===== src/rtl/core/slsp_pkg.sv =====
// shared constants, types and the crc-8 step for the sensor poll and parse block
// no dependencies
package slsp_pkg;

  localparam int unsigned FRAME_BYTES = 11;
  localparam int unsigned COUNT_WRAP  = 200;

  localparam logic [7:0] REQ_COMMAND = 8'h06;
  localparam logic [7:0] CRC_POLY    = 8'h07;

  // configuration register indexes
  localparam logic [1:0] REG_SENSOR_ADDRESS  = 2'd0;
  localparam logic [1:0] REG_REQUEST_PREFIX  = 2'd1;
  localparam logic [1:0] REG_RESPONSE_PREFIX = 2'd2;

  // result kinds
  localparam logic KIND_REQUEST = 1'b0;
  localparam logic KIND_FRAME   = 1'b1;

  // input selector
  localparam logic FUNC_RX_BYTE = 1'b0;
  localparam logic FUNC_POLL    = 1'b1;

  localparam int unsigned REQ_BYTES = 4;

  typedef logic [3:0] byte_idx_t;
  typedef logic [1:0] req_idx_t;

  localparam byte_idx_t LAST_IDX = byte_idx_t'(FRAME_BYTES - 1);
  localparam req_idx_t  REQ_LAST = req_idx_t'(REQ_BYTES - 1);

  typedef struct packed {
    logic frame_end;  // next rx item completes a frame
    logic found;      // high when frames completed since the previous poll
  } parse_status_t;

  typedef struct packed {
    logic [7:0]  opcode;
    logic [7:0]  temperature;
    logic [15:0] level;
    logic [31:0] frequency;
  } frame_fields_t;

  function automatic logic [7:0] crc8_step(input logic [7:0] crc, input logic [7:0] b);
    logic [7:0] c;
    c = crc ^ b;
    for (int k = 0; k < 8; k++) begin
      c = c[7] ? ({c[6:0], 1'b0} ^ CRC_POLY) : {c[6:0], 1'b0};
    end
    return c;
  endfunction

endpackage


===== src/rtl/core/slsp_parser.sv =====
// response frame parser: prefix hunt, byte capture, frame counter
// depends on slsp_pkg
module slsp_parser import slsp_pkg::*; (
  input  logic          clk,
  input  logic          rst_n,
  input  logic          byte_en,
  input  logic          poll_en,
  input  logic [7:0]    rx_byte,
  input  logic [7:0]    response_prefix,
  output parse_status_t status,
  output frame_fields_t fields
);

  logic       in_frame_r;
  byte_idx_t  byte_index_r;
  logic [7:0] cap_r [8];
  logic [7:0] frame_count_r;
  logic [7:0] last_seen_r;
  logic [7:0] view [8];
  logic       cap_hit;
  logic [2:0] cap_sel;

  assign cap_hit = in_frame_r && (byte_index_r >= 4'd2) && (byte_index_r <= 4'd9);
  assign cap_sel = 3'(byte_index_r - 4'd2);

  always_ff @(posedge clk) begin
    if (!rst_n) begin
      in_frame_r    <= 1'b0;
      byte_index_r  <= '0;
      frame_count_r <= '0;
      last_seen_r   <= '0;
    end else begin
      if (poll_en) begin
        last_seen_r <= frame_count_r;
      end
      if (byte_en) begin
        if (!in_frame_r) begin
          if (rx_byte == response_prefix) begin
            in_frame_r   <= 1'b1;
            byte_index_r <= 4'd1;
          end
        end else if (byte_index_r == LAST_IDX) begin
          frame_count_r <= (frame_count_r == 8'(COUNT_WRAP)) ? 8'd0 : frame_count_r + 8'd1;
          in_frame_r    <= 1'b0;
          byte_index_r  <= '0;
        end else begin
          byte_index_r <= byte_index_r + 4'd1;
        end
      end
    end
  end

  // capture store, no reset
  always_ff @(posedge clk) begin
    if (byte_en && cap_hit) begin
      cap_r[cap_sel] <= rx_byte;
    end
  end

  // bypass the byte being written so the fields show it in the same cycle
  always_comb begin
    for (int i = 0; i < 8; i++) begin
      view[i] = (cap_hit && (cap_sel == 3'(i))) ? rx_byte : cap_r[i];
    end
  end

  assign status.frame_end = in_frame_r && (byte_index_r == LAST_IDX);
  assign status.found     = (frame_count_r != last_seen_r);

  assign fields.opcode      = view[0];
  assign fields.temperature = view[1];
  assign fields.level       = {view[3], view[2]};
  assign fields.frequency   = {view[7], view[6], view[5], view[4]};

endmodule


===== src/rtl/core/slsp_request.sv =====
// request frame builder: crc-8 over prefix, address and command, byte select
// depends on slsp_pkg
module slsp_request import slsp_pkg::*; (
  input  logic       clk,
  input  logic [7:0] request_prefix,
  input  logic [7:0] sensor_address,
  input  req_idx_t   sel,
  output logic [7:0] req_byte
);

  logic [7:0] crc_r;
  logic [7:0] crc_nxt;

  assign crc_nxt = crc8_step(crc8_step(crc8_step(8'd0, request_prefix), sensor_address),
                             REQ_COMMAND);

  // the user must see config only moves while idle; it is not enforced
  always_ff @(posedge clk) begin
    crc_r <= crc_nxt;
  end

  always_comb begin
    case (sel)
      2'd0:    req_byte = request_prefix;
      2'd1:    req_byte = sensor_address;
      2'd2:    req_byte = REQ_COMMAND;
      2'd3:    req_byte = crc_r;
      default: req_byte = crc_r;
    endcase
  end

endmodule


===== src/rtl/core/serial_level_sensor_poll_and_parse.sv =====
// top level of the polled serial level sensor block: input register, output register, config
// depends on slsp_pkg, slsp_parser, slsp_request
//
//  channel   direction  handshake          payload
//  in_       slave      tvalid/tready      tuser = func, tdata[7:0] = rx_byte
//  out_      master     tvalid/tready      tuser = kind, tlast = last, tdata = other fields
//  cfg_      write      cfg_we             cfg_index selects register, cfg_wdata value
//
// a rx byte that closes a frame gives one result; a poll gives four results, one per cycle
// on the output register while out_tready holds; a new item with a result waits until the
// last result is taken; rx bytes without a result pass even while a poll drains
// input register and output register part the two sides; nothing else holds items
// reset is synchronous: parser state, counters and valid flags clear, config
// returns to address 1, request prefix 0x31 and response prefix 0x3e
module serial_level_sensor_poll_and_parse import slsp_pkg::*; (
  input  logic        clk,
  input  logic        rst_n,
  input  logic        in_tvalid,
  output logic        in_tready,
  input  logic [7:0]  in_tdata,   // [7:0] rx_byte
  input  logic        in_tuser,   // [0] func
  output logic        out_tvalid,
  input  logic        out_tready,
  output logic [79:0] out_tdata,  // [7:0] tx_byte, [8] new_frames, [16:9] opcode,
                                  // [24:17] temperature, [40:25] level, [72:41] frequency
  output logic        out_tuser,  // [0] kind
  output logic        out_tlast,
  input  logic        cfg_we,
  input  logic [1:0]  cfg_index,
  input  logic [7:0]  cfg_wdata
);

  // configuration registers
  logic [7:0] sensor_address_r;
  logic [7:0] request_prefix_r;
  logic [7:0] response_prefix_r;

  // input register
  logic       a_valid_r;
  logic       a_func_r;
  logic [7:0] a_byte_r;

  // output register
  logic        out_valid_r;
  logic        out_kind_r;
  logic [7:0]  out_tx_r;
  logic        out_last_r;
  logic        out_found_r;
  logic [7:0]  out_op_r;
  logic [7:0]  out_temp_r;
  logic [15:0] out_level_r;
  logic [31:0] out_freq_r;
  req_idx_t    req_idx_r;

  parse_status_t pstat;
  frame_fields_t pfields;
  logic          a_poll;
  logic          a_res;
  logic          out_take;
  logic          out_free;
  logic          fire;
  req_idx_t      req_sel;
  logic [7:0]    req_byte;

  always_ff @(posedge clk) begin
    if (!rst_n) begin
      sensor_address_r  <= 8'd1;
      request_prefix_r  <= 8'h31;
      response_prefix_r <= 8'h3e;
    end else if (cfg_we) begin
      case (cfg_index)
        REG_SENSOR_ADDRESS:  sensor_address_r  <= cfg_wdata;
        REG_REQUEST_PREFIX:  request_prefix_r  <= cfg_wdata;
        REG_RESPONSE_PREFIX: response_prefix_r <= cfg_wdata;
        default: ;
      endcase
    end
  end

  // an item moves on when the output slot frees up, or at once if it gives no result
  assign a_poll   = (a_func_r == FUNC_POLL);
  assign a_res    = a_poll || pstat.frame_end;
  assign out_take = out_valid_r && out_tready;
  assign out_free = !out_valid_r || (out_take && out_last_r);
  assign fire     = a_valid_r && (out_free || !a_res);
  assign in_tready = !a_valid_r || fire;

  always_ff @(posedge clk) begin
    if (!rst_n) begin
      a_valid_r <= 1'b0;
    end else if (in_tready) begin
      a_valid_r <= in_tvalid;
    end
  end

  always_ff @(posedge clk) begin
    if (in_tready && in_tvalid) begin
      a_func_r <= in_tuser;
      a_byte_r <= in_tdata;
    end
  end

  slsp_parser u_parser (
    .clk             (clk),
    .rst_n           (rst_n),
    .byte_en         (fire && !a_poll),
    .poll_en         (fire && a_poll),
    .rx_byte         (a_byte_r),
    .response_prefix (response_prefix_r),
    .status          (pstat),
    .fields          (pfields)
  );

  // first request byte on load, then the next one per accepted result
  assign req_sel = (fire && a_poll) ? req_idx_t'(0) : req_idx_r + req_idx_t'(1);

  slsp_request u_request (
    .clk            (clk),
    .request_prefix (request_prefix_r),
    .sensor_address (sensor_address_r),
    .sel            (req_sel),
    .req_byte       (req_byte)
  );

  always_ff @(posedge clk) begin
    if (!rst_n) begin
      out_valid_r <= 1'b0;
      req_idx_r   <= '0;
    end else if (fire && a_res) begin
      out_valid_r <= 1'b1;
      req_idx_r   <= '0;
    end else if (out_take && !out_last_r) begin
      req_idx_r <= req_sel;
    end else if (out_take) begin
      out_valid_r <= 1'b0;
    end
  end

  always_ff @(posedge clk) begin
    if (fire && a_res) begin
      if (a_poll) begin
        out_kind_r  <= KIND_REQUEST;
        out_tx_r    <= req_byte;
        out_last_r  <= 1'b0;
        out_found_r <= pstat.found;
        out_op_r    <= '0;
        out_temp_r  <= '0;
        out_level_r <= '0;
        out_freq_r  <= '0;
      end else begin
        out_kind_r  <= KIND_FRAME;
        out_tx_r    <= '0;
        out_last_r  <= 1'b1;
        out_found_r <= 1'b1;
        out_op_r    <= pfields.opcode;
        out_temp_r  <= pfields.temperature;
        out_level_r <= pfields.level;
        out_freq_r  <= pfields.frequency;
      end
    end else if (out_take && !out_last_r) begin
      // next request byte, found flag held across the run
      out_tx_r   <= req_byte;
      out_last_r <= (req_sel == REQ_LAST);
    end
  end

  assign out_tvalid = out_valid_r;
  assign out_tuser  = out_kind_r;
  assign out_tlast  = out_last_r;
  assign out_tdata  = {7'd0, out_freq_r, out_level_r, out_temp_r, out_op_r, out_found_r,
                       out_tx_r};

endmodule

===== config.mk =====
export PLATFORM = sky130hd
export DESIGN_NAME = serial_level_sensor_poll_and_parse
export DESIGN_NICKNAME = d
export VERILOG_FILES = /design/src/rtl/core/slsp_pkg.sv /design/src/rtl/core/slsp_parser.sv /design/src/rtl/core/slsp_request.sv /design/src/rtl/core/serial_level_sensor_poll_and_parse.sv
export SDC_FILE = /design/constraint.sdc
export NUM_CORES = 1
export LEC_CHECK = 0
export BUFFER_PORTS_ARGS = -buffer_cell sky130_fd_sc_hd__buf_2
export CAP_MARGIN = 10
export CORE_MARGIN = 1.5
export CORE_UTILIZATION = 55
export CTS_BUF_LIST = sky130_fd_sc_hd__clkbuf_4
export DETAILED_ROUTE_END_ITERATION = 12
export PLACE_DENSITY = 0.9
export SLEW_MARGIN = 20
export SYNTH_ARGS = -nofsm -noshare
export SYNTH_HDL_FRONTEND = slang
export SYNTH_HIERARCHICAL = 1
export SYNTH_SLANG_ARGS = --single-unit

===== constraint.sdc =====
create_clock -name clk -period 3.98 [get_ports clk]
set_input_delay 0.796 -clock clk [delete_from_list [all_inputs] [get_ports clk]]
set_output_delay 0.796 -clock clk [all_outputs]
set_load 0.005 [all_outputs]

# Word-level counts from Yosys, hierarchy flattened
# Memory sizes are Yosys's and may differ from the RTL's. A register that Yosys moved wholly into a read port is not among the register bits.
# Cells that the tools add are included.
# totals
ff_bits,77
ram_bits,64
input_bits,24
output_inout_bits,84
mem_count,1
# op_classes
n_addsub,4
n_lt_le_gt_ge,2
eq_ne,10
muxes,44
bitwise_logic,27
reduce_logical,33
# mem_list
memory,depth,width,rd,rd_ports_with_merged_regs,write_ports,line_no,text
u_parser.cap_r,8,8,8,8,1,slsp_parser.sv:16,logic [7:0] cap_r [8];
# ops
cell,n
3-bit two-way mux,24
3-bit inverter,24
8-bit two-way mux,4
8-bit one-hot mux with 4 select lines,1
1-bit logical AND,12
4-bit two-way mux,3
1-bit two-way mux,11
2-bit AND reduction,5
"8-bit by 1-bit adder with 8-bit output, second input constant",1
8-bit equality test,1
"8-bit equality test, second input constant",1
8-bit inequality test,1
8-bit XOR,1
"2-bit equality test, second input constant",3
2-bit nonzero test,3
1-bit zero test,5
"4-bit by 1-bit adder with 4-bit output, second input constant",1
"2-bit by 1-bit equality test with 1-bit output, second input constant",2
"4-bit equality test, second input constant",1
"4-bit by 2-bit >= comparator with 1-bit output, second input constant",1
"4-bit <= comparator, second input constant",1
2-bit zero test,2
1-bit logical OR,4
3-bit AND reduction,1
other kinds (7),7

# Longest topological paths before layout
# depth
word_depth,50
ltp_mapped,10

# Cells and area by module
# Netlist, hierarchy kept.
# modules_own_cells
module,instances,cells_each,area_each_um2
serial_level_sensor_poll_and_parse,1,295,4246.6
slsp_parser,1,305,4145.2
slsp_request,1,70,755.7

# Least setup slack after synthesis
# OpenSTA, ideal clock, no wires.
# synth_timing
path_type,register -> register
startpoint,register u_parser.byte_index_r[1]
endpoint,register out_found_r (enable)
setup_ns,0.490
t_arrival_ns,3.857
required_ns,3.490
slack_ns,-0.367
path_stages_with_launch,6
n_path_buf,1
period_less_slack_ns,4.347
path_cell_list,dfxtp_1 buf_2 and4bb_1 and2_1 o21ai_1 nor2_1
# synth_rtl
item,line_no,text
"start, declared",slsp_parser.sv:15,byte_idx_t byte_index_r;
"start signal, assigned",slsp_parser.sv:47,byte_index_r <= byte_index_r + 4'd1;
"end signal, assigned",serial_level_sensor_poll_and_parse.sv:145,out_found_r <= pstat.found;
"end, declared",serial_level_sensor_poll_and_parse.sv:48,logic out_found_r;

==> impl_metrics.env <==
export IMPL_postRouteAntennaNets=0
export IMPL_synth_edff_count=148
export IMPL_multi_input_area_sq_um=3320
export IMPL_core_sq_um=16100
export IMPL_tns_ns=0
export IMPL_synth_yosys_seq_area_share_pct=61.1
export IMPL_wirelength_um=17000
export IMPL_dieArea_sq_um=17400
export IMPL_hold_path_depth=1
export IMPL_status="complete, no violations"
export IMPL_maxCapViolCount=0
export IMPL_grt_start_max_net_pins=69
export IMPL_r2r_end="u_parser/cap_r[4][2]"
export IMPL_worstPathArrival_ns=2.54
export IMPL_diodes=0
export IMPL_period_minus_slack_ns=3.34
export IMPL_cp_required_ns=3.18
export IMPL_rows=46
export IMPL_syn_instance_count=670
export IMPL_clk_pin_slew_worst_paths_ns=0.07
export IMPL_nets=818
export IMPL_ctsRootBufferMaster="clkbuf_4"
export IMPL_critPathCaptureType="output port"
export IMPL_drive_gt1_share_pct=32.7
export IMPL_grt_ovfl_total=0
export IMPL_vias=5439
export IMPL_powerDensity_nw_per_um2=423
export IMPL_clk_latency_ns=0.65
export IMPL_grt_pass1_vias=5409
export IMPL_leakagePower_nw=3.94
export IMPL_syn_to_final_growth_pct=13.7
export IMPL_layout_area_seq_sq_um=5590
export IMPL_rrSetupSlack_ns=0.89
export IMPL_ys_flop_type="edfxtp_1"
export IMPL_drv_slew=0
export IMPL_nFillCells=1153
export IMPL_die_w_um=132
export IMPL_peakVddDrop_uv=253
export IMPL_syn_area_sq_um=9150
export IMPL_hold_path_end="a_byte_r[6]"
export IMPL_dpl_hpwl_um=11200
export IMPL_via_per_inst=5.22
export IMPL_final_hold_viol_count=0
export IMPL_cts_sinks=205
export IMPL_drt_iter0_drc=337
export IMPL_num_io_pins=108
export IMPL_fmax_mhz=300
export IMPL_postCtsHoldBufs=0
export IMPL_cts_resized=0
export IMPL_avgSynthCellArea_sq_um=13.7
export IMPL_synth_seq_cells=205
export IMPL_p_total_mw=4.40
export IMPL_r2r_cells=7
export IMPL_worst_slew_pin_slew_ns=0.882
export IMPL_h_tree_depth=2
export IMPL_synth_area_leaders="edfxtp_1, dfxtp_1, mux2_2, nor2b_1, mux2i_1"
export IMPL_startpoint_type="register"
export IMPL_firstDrtPassIters=5
export IMPL_synth_top_area_share_pct=48.6
export IMPL_initial_utilization_pct=57.0
export IMPL_routabilityCongestion=0.862
export IMPL_synth_most_common_cell="edfxtp_1"
export IMPL_rsz0062_at_grt="false"
export IMPL_die_h_um=132
export IMPL_min_path_type="input port to register"
export IMPL_antenna_found_initial=0
export IMPL_crit_type="register to output port"
export IMPL_cts_setup_buffers=0
export IMPL_cts_buffers=49
export IMPL_finClkSkew_ns=0.0481
export IMPL_r2r_start="u_parser/byte_index_r[0]"
export IMPL_grt_use_total_pct=19.6
export IMPL_ys_warn_count=6
export IMPL_crit_path_max_fanout=16
export IMPL_synth_common_cells="edfxtp_1, nor2b_1, mux2_2"
export IMPL_fin_crit_sh_pct=83.9
export IMPL_port_buffers=100
export IMPL_clock_path_buffers=3
export IMPL_relSlewSlack_pct=40.9
export IMPL_synth_cell_types=61
export IMPL_cts_tree="done"
export IMPL_drcViolationCount=0
export IMPL_setup_violations=0
export IMPL_holdCritStartpoint="in_tdata[6]"
export IMPL_synthArstFlopShare_pct=0
export IMPL_synth_area_leader_cell="edfxtp_1"
export IMPL_wire_per_inst_um=16.3
export IMPL_grt_pass1_wl_um=27200
-- where the power goes --
part	total, mW	internal, mW	switching, mW
clock	1.72	0.940	0.779
sequential	2.42	2.37	0.0579
combinational	0.259	0.127	0.132
total	4.40	3.43	0.969
-- layer usage --
layer / track usage, % / part of all wire (%) / wire length, um / up-vias
li1: - / - / - / 2636
met1: 25.2 / 43 / 7370 / 2596
met2: 32.9 / 49 / 8410 / 184
met3: 4.65 / 5.7 / 967 / 23
met4: 6.60 / 1.6 / 270 / 0
met5: 0 / 0 / 0 / -
-- cell families (layout without fill, tap and decap cells) --
kind of cell,after synthesis,in the layout,share of synthesized area [%]
compound gates,43,43,3.12
xor+xnor,60,60,7.00
fa+ha+maj,6,6,0.821
buf+inv,52,201,2.94
flops,205,205,61.1
mux,96,96,11.7
other cells,1,7,0.0410
simple gates,207,207,13.3
-- critical path, cell delays in order (launching register included) --
cell and delay (ns):
dfxtp_1 0.70, and4bb_1 0.32, and2_1 0.22, o21ai_1 0.37
nor2_1 0.15, inv_1 0.08, buf_2 0.10
-- worst max path at each step --
stage                              from                    to  slack, ns
4_1_cts        u_parser/byte_index_r[0]             in_tready       0.63
2_1_floorplan  u_parser/byte_index_r[1]           out_found_r       0.74
3_3_place_gp   u_parser/byte_index_r[0]  u_parser/cap_r[4][2]       1.06
6_report       u_parser/byte_index_r[0]             in_tready       0.64
3_5_place_dp   u_parser/byte_index_r[0]  u_parser/cap_r[4][2]       0.95
5_1_grt        u_parser/byte_index_r[0]             in_tready       0.33
-- area by class of cell --
type / instances / share of cell area, %
sequential: 205 / 53.7
multi-input combinational: 419 / 31.9
clock buffer: 77 / 5.56
timing repair buffer: 104 / 5.22
tap: 216 / 2.60
clock inverter: 11 / 0.685
inverter: 9 / 0.325
-- per-stage QoR --
| stage | util, % | setup slack (ns) | cell area [sq um] | cells | hold WS, ns |
|---|---|---|---|---|---|
| after floorplan | - | 0.736 | 9170 | 676 | 0.457 |
| after global placement | 60.8 | 1.06 | 9760 | 953 | 0.472 |
| after detailed placement | 60.8 | 0.951 | 9760 | 953 | 0.479 |
| after CTS | 64.8 | 0.626 | 10400 | 1041 | 0.266 |
| after global routing | 64.8 | 0.334 | 10400 | 1041 | 0.270 |
| final | 64.8 | 0.642 | 10400 | 1041 | 0.345 |
-- state kept, by name, summed over array words and instances (netlist names) --
signal and count:
a_byte_r 8, u_parser/cap_r 64, request_prefix_r 8, u_parser/byte_index_r 4, out_op_r 8, a_func_r 1
out_tvalid 1, out_temp_r 8, u_parser/in_frame_r 1, u_request/crc_r 8, sensor_address_r 8, out_tx_r 8
out_found_r 1, u_parser/last_seen_r 8, u_parser/frame_count_r 8, a_valid_r 1, out_freq_r 32, out_level_r 16
out_tlast 1, req_idx_r 2, response_prefix_r 8, out_tuser 1
-- placed cells by master, fill, tap and decap left out, drive strengths merged, types with 4 or more instances in the layout --
| cell | synthesis | final |
|---|---|---|
| edfxtp | 148 | 148 |
| buf | 22 | 104 |
| nor2b | 86 | 86 |
| clkbuf | 21 | 77 |
| mux2 | 66 | 66 |
| dfxtp | 57 | 57 |
| xnor2 | 37 | 37 |
| nand2 | 36 | 36 |
| mux2i | 30 | 30 |
| nor2 | 25 | 25 |
| xor2 | 18 | 18 |
| o21ai | 13 | 13 |
| a21oi | 11 | 11 |
| and2 | 11 | 11 |
| nand3 | 11 | 11 |
| inv | 9 | 9 |
| clkinv | 0 | 9 |
| conb | 1 | 7 |
| ha | 6 | 6 |
| nand3b | 6 | 6 |
| nor3 | 6 | 6 |
| nand4 | 5 | 5 |
| a21boi | 5 | 5 |
| xnor3 | 4 | 4 |
| and3 | 4 | 4 |
Note: power is estimated with default switching activity, not from simulation.
